**config.mk**
```make
export PLATFORM = sky130hd
export DESIGN_NAME = sensor_frame_crc_check_scale
export DESIGN_NICKNAME = d
export VERILOG_FILES = /design/src/hdl/sfcc_pkg.sv /design/src/hdl/sfcc_frame.sv /design/src/hdl/sfcc_scale.sv /design/src/hdl/sensor_frame_crc_check_scale.sv
export SDC_FILE = /design/constraint.sdc
export NUM_CORES = 1
export LEC_CHECK = 0
export BUFFER_PORTS_ARGS = -buffer_cell sky130_fd_sc_hd__buf_2
export CORE_UTILIZATION = 50
export DETAILED_ROUTE_END_ITERATION = 10
export GPL_TIMING_DRIVEN = 0
export HOLD_SLACK_MARGIN = 0.05
export PLACE_DENSITY = 0.65
export REMOVE_ABC_BUFFERS = 1
export SYNTH_ARGS = -nofsm -noshare
export SYNTH_HDL_FRONTEND = slang
export SYNTH_SLANG_ARGS = --single-unit
```
**constraint.sdc**
```tcl
create_clock -name clk -period 6.6 [get_ports clk]
set_clock_uncertainty 0.1 [all_clocks]
set_input_delay 0.33 -clock clk [delete_from_list [all_inputs] [get_ports clk]]
set_output_delay 0.33 -clock clk [all_outputs]
set_load 0.005 [all_outputs]
```
**src/hdl/sfcc_pkg.sv**
```systemverilog
`default_nettype none
// ---------------------------------------------------------------------------
// sfcc_pkg: shared types, constants and functions
// CRC-8 byte step, scaling constants and the frame item passed between the
// frame assembler and the scaling stage.
// ---------------------------------------------------------------------------
package sfcc_pkg;

	localparam int BYTE_W   = 8;
	localparam int WORD_W   = 16;
	localparam int TEMP_W   = 15;
	localparam int HUM_W    = 14;
	localparam int STATUS_W = 2;
	localparam int PROD_W   = 32;

	localparam logic [BYTE_W-1:0] CRC_INIT = 8'hFF;
	localparam logic [BYTE_W-1:0] CRC_POLY = 8'h31;

	localparam logic [WORD_W-1:0] TEMP_SCALE  = 16'd17500;
	localparam logic [WORD_W-1:0] HUM_SCALE   = 16'd10000;
	localparam logic signed [WORD_W-1:0] TEMP_OFFSET = 16'sd4500;

	localparam logic [STATUS_W-1:0] STATUS_OK = 2'b00;
	localparam int STATUS_TEMP_BAD = 0;
	localparam int STATUS_HUM_BAD  = 1;

	typedef struct packed {
		logic [WORD_W-1:0]   raw_temperature;
		logic [WORD_W-1:0]   raw_humidity;
		logic [STATUS_W-1:0] status;
	} frame_item_t;

	// One byte of CRC-8, MSB first.
	function automatic logic [BYTE_W-1:0] crc8_feed(input logic [BYTE_W-1:0] crc,
		input logic [BYTE_W-1:0] data);
		logic [BYTE_W-1:0] c;
		c = crc ^ data;
		for (int k = 0; k < BYTE_W; k++) begin
			if (c[BYTE_W-1]) begin
				c = {c[BYTE_W-2:0], 1'b0} ^ CRC_POLY;
			end else begin
				c = {c[BYTE_W-2:0], 1'b0};
			end
		end
		return c;
	endfunction

	// Floor of x / 65535 for any 32-bit x whose quotient fits in 16 bits, using 65536 = 65535 + 1.
	function automatic logic [WORD_W-1:0] div_65535(input logic [PROD_W-1:0] x);
		logic [PROD_W:0] y;
		logic [PROD_W:0] s;
		y = {1'b0, x} + {{PROD_W{1'b0}}, 1'b1};
		s = y + {{WORD_W{1'b0}}, y[PROD_W:WORD_W]};
		return s[PROD_W-1:WORD_W];
	endfunction

endpackage
`default_nettype wire

```
**src/hdl/sfcc_frame.sv**
```systemverilog
`default_nettype none
// ---------------------------------------------------------------------------
// sfcc_frame: frame byte counter and CRC check
// Tracks the byte position, builds the two words, checks both CRC bytes and
// hands a finished frame to the scaling stage through the stage 1 register.
// ---------------------------------------------------------------------------
module sfcc_frame (
	input  wire logic                      clk,
	input  wire logic                      arst_n,
	input  wire logic                      in_valid,
	output logic                           in_ready,
	input  wire logic [sfcc_pkg::BYTE_W-1:0] rx_byte,
	input  wire logic                      frame_start,
	output logic                           item_valid_s1,
	input  wire logic                      item_ready_s1,
	output sfcc_pkg::frame_item_t          item_s1
);
	import sfcc_pkg::*;

	localparam logic [2:0] POS_T_MSB = 3'd0;
	localparam logic [2:0] POS_T_LSB = 3'd1;
	localparam logic [2:0] POS_T_CRC = 3'd2;
	localparam logic [2:0] POS_H_MSB = 3'd3;
	localparam logic [2:0] POS_H_LSB = 3'd4;
	localparam logic [2:0] POS_H_CRC = 3'd5;

	logic [2:0]        pos_q;
	logic [BYTE_W-1:0] crc_q;
	logic [WORD_W-1:0] t_word_q;
	logic [WORD_W-1:0] h_word_q;
	logic              t_ok_q;

	logic [2:0] pos;
	logic       accept;
	logic       last_byte;
	logic       hum_ok;

	assign in_ready  = !item_valid_s1 || item_ready_s1;
	assign accept    = in_valid && in_ready;
	assign pos       = frame_start ? POS_T_MSB : pos_q;
	// Positions above the humidity CRC cannot occur; they end a frame like it.
	assign last_byte = (pos != POS_T_MSB) && (pos != POS_T_LSB) && (pos != POS_T_CRC) &&
		(pos != POS_H_MSB) && (pos != POS_H_LSB);
	assign hum_ok    = (crc_q == rx_byte);

	always_ff @(posedge clk or negedge arst_n) begin
		if (!arst_n) begin
			pos_q  <= POS_T_MSB;
			crc_q  <= CRC_INIT;
			t_ok_q <= 1'b0;
		end else if (accept) begin
			case (pos)
				POS_T_MSB: begin
					crc_q <= crc8_feed(CRC_INIT, rx_byte);
					pos_q <= POS_T_LSB;
				end
				POS_T_LSB: begin
					crc_q <= crc8_feed(crc_q, rx_byte);
					pos_q <= POS_T_CRC;
				end
				POS_T_CRC: begin
					t_ok_q <= (crc_q == rx_byte);
					crc_q  <= CRC_INIT;
					pos_q  <= POS_H_MSB;
				end
				POS_H_MSB: begin
					crc_q <= crc8_feed(CRC_INIT, rx_byte);
					pos_q <= POS_H_LSB;
				end
				POS_H_LSB: begin
					crc_q <= crc8_feed(crc_q, rx_byte);
					pos_q <= POS_H_CRC;
				end
				default: begin
					crc_q <= CRC_INIT;
					pos_q <= POS_T_MSB;
				end
			endcase
		end
	end

	always_ff @(posedge clk) begin
		if (accept) begin
			case (pos)
				POS_T_MSB: t_word_q[WORD_W-1:BYTE_W] <= rx_byte;
				POS_T_LSB: t_word_q[BYTE_W-1:0]      <= rx_byte;
				POS_H_MSB: h_word_q[WORD_W-1:BYTE_W] <= rx_byte;
				POS_H_LSB: h_word_q[BYTE_W-1:0]      <= rx_byte;
				default: begin
				end
			endcase
		end
	end

	always_ff @(posedge clk or negedge arst_n) begin
		if (!arst_n) begin
			item_valid_s1 <= 1'b0;
		end else if (accept && last_byte) begin
			item_valid_s1 <= 1'b1;
		end else if (item_ready_s1) begin
			item_valid_s1 <= 1'b0;
		end
	end

	always_ff @(posedge clk) begin
		if (accept && last_byte) begin
			item_s1.raw_temperature         <= t_word_q;
			item_s1.raw_humidity            <= h_word_q;
			item_s1.status[STATUS_TEMP_BAD] <= !t_ok_q;
			item_s1.status[STATUS_HUM_BAD]  <= !hum_ok;
		end
	end

`ifndef NO_ASSERTIONS
	a_start_restarts: assert property (@(posedge clk) disable iff (!arst_n)
		accept && frame_start |=> pos_q == POS_T_LSB)
		else $error("frame start did not restart the byte count");
	a_pos_range: assert property (@(posedge clk) disable iff (!arst_n)
		pos_q <= POS_H_CRC)
		else $error("byte position out of range");
	a_crc_init_at_word: assert property (@(posedge clk) disable iff (!arst_n)
		(pos_q == POS_T_MSB || pos_q == POS_H_MSB) |-> crc_q == CRC_INIT)
		else $error("running CRC not reset at word boundary");
	a_frame_emits: assert property (@(posedge clk) disable iff (!arst_n)
		accept && last_byte |=> item_valid_s1)
		else $error("finished frame did not reach stage 1");
`endif
endmodule
`default_nettype wire

```
**src/hdl/sfcc_scale.sv**
```systemverilog
`default_nettype none
// ---------------------------------------------------------------------------
// sfcc_scale: scaling and hold of the last good values
// Stage 2 registers the two products; the output stage divides by 65535,
// applies the offset and keeps the previous values when a CRC failed.
// ---------------------------------------------------------------------------
module sfcc_scale (
	input  wire logic                          clk,
	input  wire logic                          arst_n,
	input  wire logic                          item_valid_s1,
	output logic                               item_ready_s1,
	input  wire sfcc_pkg::frame_item_t         item_s1,
	output logic                               out_valid,
	input  wire logic                          out_ready,
	output logic signed [sfcc_pkg::TEMP_W-1:0] temperature_centi,
	output logic [sfcc_pkg::HUM_W-1:0]         humidity_centi,
	output logic [sfcc_pkg::WORD_W-1:0]        raw_temperature,
	output logic [sfcc_pkg::WORD_W-1:0]        raw_humidity,
	output logic [sfcc_pkg::STATUS_W-1:0]      status
);
	import sfcc_pkg::*;

	logic              valid_s2;
	frame_item_t       item_s2;
	logic [PROD_W-1:0] t_prod_s2;
	logic [PROD_W-1:0] h_prod_s2;

	logic                    adv_s2;
	logic [WORD_W-1:0]       t_quot;
	logic [WORD_W-1:0]       h_quot;
	logic signed [WORD_W-1:0] t_centi;

	assign adv_s2        = !out_valid || out_ready;
	assign item_ready_s1 = !valid_s2 || adv_s2;

	always_ff @(posedge clk or negedge arst_n) begin
		if (!arst_n) begin
			valid_s2 <= 1'b0;
		end else if (item_ready_s1) begin
			valid_s2 <= item_valid_s1;
		end
	end

	always_ff @(posedge clk) begin
		if (item_ready_s1 && item_valid_s1) begin
			item_s2   <= item_s1;
			t_prod_s2 <= PROD_W'(item_s1.raw_temperature) * PROD_W'(TEMP_SCALE);
			h_prod_s2 <= PROD_W'(item_s1.raw_humidity) * PROD_W'(HUM_SCALE);
		end
	end

	assign t_quot  = div_65535(t_prod_s2);
	assign h_quot  = div_65535(h_prod_s2);
	assign t_centi = $signed(t_quot) - TEMP_OFFSET;

	always_ff @(posedge clk or negedge arst_n) begin
		if (!arst_n) begin
			out_valid         <= 1'b0;
			temperature_centi <= '0;
			humidity_centi    <= '0;
		end else if (adv_s2) begin
			out_valid <= valid_s2;
			if (valid_s2 && item_s2.status == STATUS_OK) begin
				temperature_centi <= t_centi[TEMP_W-1:0];
				humidity_centi    <= h_quot[HUM_W-1:0];
			end
		end
	end

	always_ff @(posedge clk) begin
		if (adv_s2 && valid_s2) begin
			raw_temperature <= item_s2.raw_temperature;
			raw_humidity    <= item_s2.raw_humidity;
			status          <= item_s2.status;
		end
	end

`ifndef NO_ASSERTIONS
	a_bad_holds: assert property (@(posedge clk) disable iff (!arst_n)
		adv_s2 && valid_s2 && item_s2.status != STATUS_OK |=>
		$stable(temperature_centi) && $stable(humidity_centi))
		else $error("scaled values changed on a failed frame");
	a_stage_moves: assert property (@(posedge clk) disable iff (!arst_n)
		adv_s2 && valid_s2 |=> out_valid)
		else $error("stage 2 item lost");
	a_out_stable: assert property (@(posedge clk) disable iff (!arst_n)
		out_valid && !out_ready |=> out_valid && $stable(temperature_centi) &&
		$stable(humidity_centi) && $stable(raw_temperature) && $stable(raw_humidity) &&
		$stable(status))
		else $error("stalled output request changed");
`endif
endmodule
`default_nettype wire

```
**src/hdl/sensor_frame_crc_check_scale.sv**
```systemverilog
`default_nettype none
// ---------------------------------------------------------------------------
// sensor_frame_crc_check_scale: checked temperature/humidity frame decoder
// Receives the six frame bytes one per request and returns the raw words,
// a CRC status and the scaled temperature and humidity.
// ---------------------------------------------------------------------------
// Input channel s_axis: one frame byte per request in tdata, tuser set on
// the first byte of a frame. Without tuser the byte count wraps after six.
// Output channel m_axis: one request per frame, after its sixth byte. The
// scaled values are the last ones whose two CRC bytes matched.
// Throughput: one byte per cycle, sustained while m_axis takes results. A
// result reaches m_axis from the edge that takes the sixth byte through
// the stage 1 frame register, the stage 2 product register, then the
// output register.
// When m_axis stalls, the result is held and the byte count and CRC keep
// running; s_axis drops tready for any byte once stage 1, stage 2 and the
// output register are all full.
// Reset clears the byte count, the CRC to 0xFF, the temperature check flag
// and the held values to zero, and empties every stage.
// ---------------------------------------------------------------------------
module sensor_frame_crc_check_scale (
	input  wire logic        clk,
	input  wire logic        arst_n,
	input  wire logic        s_axis_tvalid,
	output logic             s_axis_tready,
	input  wire logic [7:0]  s_axis_tdata,  // [7:0] rx_byte
	input  wire logic        s_axis_tuser,  // [0] frame_start
	output logic             m_axis_tvalid,
	input  wire logic        m_axis_tready,
	// [14:0] temperature_centi, [28:15] humidity_centi, [44:29] raw_temperature,
	// [60:45] raw_humidity, [62:61] status, [63] zero
	output logic [63:0]      m_axis_tdata
);
	import sfcc_pkg::*;

	logic                    item_valid_s1;
	logic                    item_ready_s1;
	frame_item_t             item_s1;
	logic signed [TEMP_W-1:0] temperature_centi;
	logic [HUM_W-1:0]        humidity_centi;
	logic [WORD_W-1:0]       raw_temperature;
	logic [WORD_W-1:0]       raw_humidity;
	logic [STATUS_W-1:0]     status;

	sfcc_frame u_frame (
		.clk           (clk),
		.arst_n        (arst_n),
		.in_valid      (s_axis_tvalid),
		.in_ready      (s_axis_tready),
		.rx_byte       (s_axis_tdata),
		.frame_start   (s_axis_tuser),
		.item_valid_s1 (item_valid_s1),
		.item_ready_s1 (item_ready_s1),
		.item_s1       (item_s1)
	);

	sfcc_scale u_scale (
		.clk               (clk),
		.arst_n            (arst_n),
		.item_valid_s1     (item_valid_s1),
		.item_ready_s1     (item_ready_s1),
		.item_s1           (item_s1),
		.out_valid         (m_axis_tvalid),
		.out_ready         (m_axis_tready),
		.temperature_centi (temperature_centi),
		.humidity_centi    (humidity_centi),
		.raw_temperature   (raw_temperature),
		.raw_humidity      (raw_humidity),
		.status            (status)
	);

	assign m_axis_tdata = {1'b0, status, raw_humidity, raw_temperature, humidity_centi,
		temperature_centi};

endmodule
`default_nettype wire

```
==> summary.txt, run 1 <==
STA
  – Setup violations, final: 0
  – Setup repair after global routing missed its margin: false
  – Transition at the pin with the smallest max-transition slack: 1300 ps
  – Total count of max-transition violations in the final report: 0
  – Min Tclk post-route: 5480 ps
  – Total negative slack: 0 ps
  – Relative slew slack: 0.124
  – Highest attainable clock frequency: 0.182 GHz
  – Count of final hold-check violations: 0
  – Final critical-path share of the clock period: 0.830

Setup path
  – Reg2Reg Launch Point: u_frame.item_s1[10]
  – Reg-to-reg setup timing slack: 1120 ps
  – Kind of critical path: reg -> reg
  – Capturing element type of the critical path: flip-flop
  – Logic depth of the worst register-to-register path: 17
  – Most prevalent standard cell on the critical path: inv_1
  – Startpoint Class: flip-flop
  – Crit path required time: 6790 ps
  – CP Depth: 17
  – Data arrival time of the worst path: 5670 ps
  – Largest fanout of any net on the critical path: 4
  – Endpoint of the lowest-slack register-to-register path: u_scale.h_prod_s2[29]
  – Largest delay contributor family on the critical path: adder cells
  – Peak per-stage delay on the critical path: 550 ps
  – Crit-path cells: inv_1, fa_1, inv_1, ha_1, fa_1, ha_1, inv_1, fa_1, inv_1, ha_1, a2111oi_1, nand2b_1, o221ai_1, o31ai_1, a41o_1, o41ai_1, xnor2_1
  – Crit path buf inv count: 4
  – Cell with the biggest individual delay on the critical path: a2111oi_1

Final layout
  – Share of cells above drive strength 1: 0.109
  – Area growth, synth to finish: 11.8%
  – Number of nets in the layout: 1606
  – Number of fillers in the final layout: 2494
  – Diode insertion count for antenna repair: 0
  – Commonest non-fill, non-tap cell in the layout: inv_1
  – Final Cell Area: 16300 um^2
  – Finished Layout Cells: 1724
  – Leading cell types in the layout, fill and taps excluded: 208 x inv_1, 192 x ha_1, 184 x edfxtp_1

Routing
  – Remaining antenna violation count: 0
  – WL final: 26.9 mm
  – Routed length per placed instance: 15.6 um
  – Routed via count: 8793
  – Number of remaining DRC errors: 0
  – Via-per-instance ratio: 5.10
  – Violation count after the first detailed-routing iteration: 394
  – Count of TritonRoute iterations in the first routing pass: 5

Global routing
  – Initial antenna violation count: 0
  – Pin count of the biggest net entering global routing: 63
  – Remaining Overflow, GRT: 0
  – Vias in the first global route: 8705
  – Wire length of the first global-routing pass: 44.5 mm
  – Total routing usage reported by global routing: 0.186

Synth
  – Yosys reg bits: 228
  – Proportion of netlist area held by the largest area contributor: 0.378
  – Netlist Area Pre-Place: 14600 um^2
  – Synthesized area divided by synthesized cell count: 12.0 um^2
  – Number of flops mapped to enable cells by yosys: 184
  – Post-Synthesis Cells: 1219
  – Yosys warning total: 0
  – Share of flip-flops with an asynchronous set or reset: 0.193
  – Predominant post-synthesis flop cell: edfxtp_1
  – Ranking of synthesized cells by area: edfxtp_1 38%, ha_1 16%, fa_1 11%
  – Cell taking the most area after synthesis: edfxtp_1
  – Share of the yosys chip area belonging to registers: 0.454
  – Cell variety after synth: 63

CTS
  – Clock latency on the worst-skew pair: 540 ps
  – Clock tree root buffer cell: clkbuf_16
  – Clock sink count: 228
  – Post-CTS repair timing setup buffer count: 0
  – Number of buffers added by the clock tree synthesis step: 25
  – Hold buffers post-CTS: 9
  – Cells resized by post-CTS repair: 0
  – Max H-tree Level: 1
  – Number of buffers on the longest clock path: 3
  – CTS tree: yes
  – Reg clk slew, reported paths: 70 ps

Floorplan
  – Initial core utilization: 0.509
  – I/O pins: 79
  – Area inside the core boundary: 28700 um^2
  – Site row count: 62
  – Y dimension of the die: 173 um
  – Width of the chip: 173 um
  – Total Die Area: 29900 um^2

Pwr
  – Power consumption: 3950 uW
  – Static Leak: 0.00736 uW
  – Worst IR Drop VDD: 197 uV
  – Power per standard cell area: 242 nW/um^2

Place
  – Final GP Congestion: 0.876
  – Number of buffers inserted by port buffering: 77
  – Cell total after placement: 1669
  – Hpwl dp: 20.6 mm
  – Total cell area at the placement stage: 15500 um^2

Run status
  – Status: completed

Worst hold path
  – Hold Crit Start: s_axis_tdata[4]
  – Number of stages on the worst hold path: 1
  – Worst hold path class: in -> reg
  – Hold Crit Endpoint: u_frame.h_word_q[12]

Job
  – Max cap viols: 0
-- synthesized netlist by cell type (all sizes together), types with 3 or more instances --
library cell,n
or3,7
fa,80
a21oi,38
o21ai,56
nand2,67
nor3,16
inv,209
a21o,18
dfstp,8
o21bai,3
xnor2,62
xor2,31
dfrtp,36
edfxtp,184
and4,4
and2,7
ha,192
o221ai,9
a211o,3
and3,3
o21a,22
nand3,14
nor2b,12
a2111oi,3
nor2,51
nand4,8
a211oi,10
clkbuf,11
o31ai,5
nand2b,12
a31oi,4
or2,4
-- per-layer routing --
| metal | GRT usage | part of all wire | vias up |
|---|---|---|---|
| met2 | 0.303 | 0.46 | 139 |
| met5 | 0 | 0 | - |
| li1 | - | - | 4427 |
| met1 | 0.266 | 0.49 | 4200 |
| met3 | 0.0248 | 0.039 | 27 |
| met4 | 0.0406 | 0.014 | 0 |
-- per-stage QoR --
step                worst slack, ps  hold slack [ps]   util
global placement               1170              301  0.537
finish                         1120             69.3  0.569
floorplan                      1630            -65.6      -
detailed placement             1130              305  0.539
global route                    708             50.8  0.569
CTS                            1090             50.1  0.569
-- registers in the layout, summed over array words and instances, names as in the netlist, 15 cells and up --
name / count
u_scale.raw_temperature: 16
u_scale.temperature_centi: 15
u_scale.raw_humidity: 16
u_frame.item_s1: 34
u_scale.t_prod_s2: 28
u_scale.item_s2: 34
u_scale.h_prod_s2: 22
u_frame.h_word_q: 16
u_frame.t_word_q: 16
-- report_power, final --
part / switching, uW / leakage, uW / total (uW) / internal [uW]
combinational: 506 / 0.00476 / 923 / 417
sequential: 55.3 / 0.00224 / 1740 / 1690
clock: 556 / 0.000364 / 1280 / 728
total: 1120 / 0.00736 / 3950 / 2830
-- worst max path at each step --
stage,slack [ps],to,from
3_5_place_dp,1130,u_scale.h_prod_s2[29],u_frame.item_s1[10]
2_1_floorplan,1630,u_scale.h_prod_s2[28],u_frame.item_s1[10]
3_3_place_gp,1170,u_scale.h_prod_s2[28],u_frame.item_s1[10]
4_1_cts,1090,u_scale.h_prod_s2[29],u_frame.item_s1[10]
6_report,1120,u_scale.h_prod_s2[29],u_frame.item_s1[10]
5_1_grt,710,u_scale.h_prod_s2[29],u_frame.item_s1[10]
-- area by class of cell --
cell class	instances	area (um^2)	area share
repair buffers	88	510	0.0312
flip-flops and latches	228	6640	0.406
multi-input cells	769	7160	0.438
clock inverters	12	86.3	0.00528
well taps	384	480	0.0294
inverters	209	785	0.0480
clock buffers	34	679	0.0416
-- logic make-up after synthesis --
| kind of cell | share of synthesized area |
|---|---|
| fa+ha+maj | 0.274 |
| flops | 0.454 |
| buf+inv | 0.0578 |
| simple gates | 0.0686 |
| compound gates | 0.0890 |
| xor+xnor | 0.0557 |
| other cells | 0.000257 |
| mux | 0.000685 |
Note: power is estimated with default switching activity, not from simulation.
==> run 2, diff against run 1 <==
--- a/config.mk
+++ b/config.mk
@@ -10,7 +10,7 @@
 export DETAILED_ROUTE_END_ITERATION = 10
 export GPL_TIMING_DRIVEN = 0
 export HOLD_SLACK_MARGIN = 0.05
-export PLACE_DENSITY = 0.65
+export PLACE_DENSITY = 0.68
 export REMOVE_ABC_BUFFERS = 1
 export SYNTH_ARGS = -nofsm -noshare
 export SYNTH_HDL_FRONTEND = slang
==> constraint.sdc (replaced) <==
create_clock -name clk -period 4.5 [get_ports clk]
set_clock_uncertainty 0.1 [all_clocks]
set_input_delay 0.225 -clock clk [delete_from_list [all_inputs] [get_ports clk]]
set_output_delay 0.225 -clock clk [all_outputs]
set_load 0.005 [all_outputs]
==> run 2 against run 1 <==
Net effect: the flow now finishes with violations (negative setup slack); hold slack improved by 31 ps; total power rose by 60%; combinational power rose by 83%; cell count rose by 4.1%; flip-flop and latch count did not move; cell area rose by 7.6%; clock power rose by 64%; setup slack got worse by 1400 ps; sequential share of layout area fell by 2.9 points; maximum frequency rose by 15%; global-route usage rose by 1.2 points; critical path depth did not move; largest power group unchanged.
==> summary.txt, run 2 (same netlist as run 1, synthesis figures left out) <==
Global routing
  – Initial antenna violation count: 0 (unchanged)
  – Wire length of the first global-routing pass: 47.0 mm (+5.7%)
  – Total routing usage reported by global routing: 0.198 (+0.0120)
  – Vias in the first global route: 9301 (+6.8%)
  – Pin count of the biggest net entering global routing: 68 (+7.9%)
  – Remaining Overflow, GRT: 0 (unchanged)

Final layout
  – Total area of multi-input combinational cells: 7750 um^2 (+8.3%)
  – Footprint of the flip-flops and latches: 6640 um^2 (unchanged)
  – Commonest non-fill, non-tap cell in the layout: edfxtp_1
  – Diode insertion count for antenna repair: 0 (unchanged)
  – Top Registers: u_frame.item_s1 (34), u_scale.item_s2 (34), u_scale.t_prod_s2 (28)
  – Area growth, synth to finish: 20.2%
  – Share of cells above drive strength 1: 0.230 (+0.121)
  – Number of nets in the layout: 1677 (+4.4%)
  – Number of fillers in the final layout: 2230 (-11%)
  – Final Cell Area: 17600 um^2 (+7.6%)
  – Leading cell types in the layout, fill and taps excluded: 184 x edfxtp_1, 180 x inv_1, 165 x ha_1

Place
  – Number of buffers inserted by port buffering: 77 (unchanged)
  – Total cell area at the placement stage: 15500 um^2 (about the same)
  – Hpwl dp: 20.2 mm (-2.2%)
  – Final GP Congestion: 0.834 (-4.7%)

Routing
  – Violation count after the first detailed-routing iteration: 502 (+27%)
  – Remaining antenna violation count: 0 (unchanged)
  – WL final: 29.7 mm (+10%)
  – Via-per-instance ratio: 5.15 (+0.99%)
  – Count of TritonRoute iterations in the first routing pass: 8 (+3)
  – Routed via count: 9246 (+5.2%)
  – Number of remaining DRC errors: 0 (unchanged)
  – Routed length per placed instance: 16.6 um (+6.1%)

STA
  – Min Tclk post-route: 4780 ps (-705 ps)
  – Setup repair after global routing missed its margin: true
  – Post-Route Hold Slack: 100 ps (+31.2 ps)
  – Setup violations, final: 15 (+15)
  – Relative slew slack: 0.252 (+0.128)
  – Setup WS post-layout: -276 ps (-1390 ps)
  – Final critical-path share of the clock period: 1.06 (+0.231)
  – Transition at the pin with the smallest max-transition slack: 1110 ps (-191 ps)
  – Highest attainable clock frequency: 0.209 GHz (+15%)
  – Count of final hold-check violations: 0 (unchanged)
  – Total count of max-transition violations in the final report: 0 (unchanged)

Pwr
  – Power per standard cell area: 360 nW/um^2 (+49%)
  – Static Leak: 0.00778 uW (+5.7%)
  – Worst IR Drop VDD: 265 uV (+35%)

CTS
  – Clock sink count: 228 (unchanged)
  – Number of buffers on the longest clock path: 3 (unchanged)
  – Reg clk slew, reported paths: 60 ps (about the same)
  – Number of buffers added by the clock tree synthesis step: 25 (unchanged)
  – Clock latency on the worst-skew pair: 540 ps (about the same)
  – CTS tree: yes
  – Max H-tree Level: 1 (unchanged)
  – Clock tree root buffer cell: clkbuf_16

Setup path
  – Crit path buf inv count: 4 (unchanged)
  – Data arrival time of the worst path: 4970 ps (-700 ps)
  – Kind of critical path: reg -> reg
  – Capturing element type of the critical path: flip-flop
  – Largest delay contributor family on the critical path: adder cells
  – Crit path required time: 4690 ps (-2100 ps)
  – Crit-path cells: inv_4, fa_1, inv_2, ha_4, fa_1, ha_1, inv_2, fa_1, inv_2, ha_4, a2111oi_4, a211oi_2, a2111oi_4, nor3_2, or3_1, a21oi_2, xnor2_1
  – Largest fanout of any net on the critical path: 4 (unchanged)
  – Peak per-stage delay on the critical path: 580 ps (+30 ps)
  – Cell with the biggest individual delay on the critical path: fa_1
  – Reg-to-reg setup timing slack: -280 ps (-1390 ps)
  – Startpoint Class: flip-flop

Floorplan
  – Total Die Area: 29900 um^2 (unchanged)
  – Area inside the core boundary: 28700 um^2 (unchanged)
  – Y dimension of the die: 173 um (unchanged)
  – Width of the chip: 173 um (unchanged)
  – Initial core utilization: 0.509 (unchanged)
  – I/O pins: 79 (unchanged)
  – Site row count: 62 (unchanged)

Run status
  – Violated checks: negative setup slack
  – Status: complete, but fails checks

Worst hold path
  – Worst hold path class: in -> reg

Job
  – Max cap viols: 0 (unchanged)
run 2: cell type report:
cell class / instances / area share
timing repair buffer: 159 / 0.0607
multi-input combinational: 769 / 0.441
inverter: 209 / 0.0448
sequential: 228 / 0.378
clock buffer: 29 / 0.0365
clock inverter: 17 / 0.0117
tap: 384 / 0.0273
run 2: path summary, 6_finish.rpt:
kind                                           from                           to  cells past startpoint
worst max-delay path            u_frame.item_s1[11]        u_scale.h_prod_s2[28]                     17
worst min-delay path                  s_axis_tvalid             u_frame.pos_q[0]                      4
worst max register to register  u_frame.item_s1[11]        u_scale.h_prod_s2[28]                     17
worst min register to register  u_scale.item_s2[29]  u_scale.raw_temperature[11]                      0
max in group asynchronous                    arst_n            u_scale.out_valid                      2
min in group asynchronous                    arst_n    u_scale.humidity_centi[2]                      2
run 2: timing repair:
item	in CTS	in global routing
setup buffers	57	14
pin swaps	73	49
setup endpoints to repair	29	21
cloned	0	0
hold buffers	11	0
resized for setup	96	39
endpoints found under the hold margin	75	0
run 2: metal layers:
metal	vias to the layer above	global-route usage	part of all wire
met4	0	0.0476	0.019
met2	170	0.335	0.48
met3	43	0.0325	0.045
met1	4485	0.267	0.45
li1	4548	-	-
met5	-	0	0
run 2: per-stage QoR:
stage	worst slack [ps]	std cells	TNS (ps)	total power, uW	utilization
2_1_floorplan	-465	1206	-3840	3610	-
3_5_place_dp	-984	1668	-15530	3940	0.539
4_1_cts	-250	1782	-1480	6240	0.603
6_report	-276	1795	-2160	6330	0.612
5_1_grt	-434	1795	-4930	6650	0.612
3_3_place_gp	-934	1667	-15030	3910	0.537
run 2: worst min-delay path, cell delays in order:
cell and delay [ps]:
buf_2 80, nand2_1 200, nand2_1 150, nand2_1 50
run 2: report_power, final:
group | switching [uW] | total [uW] | internal, uW
combinational | 890 | 1690 | 798
sequential | 76.1 | 2550 | 2470
clock | 879 | 2100 | 1220
total | 1850 | 6330 | 4490
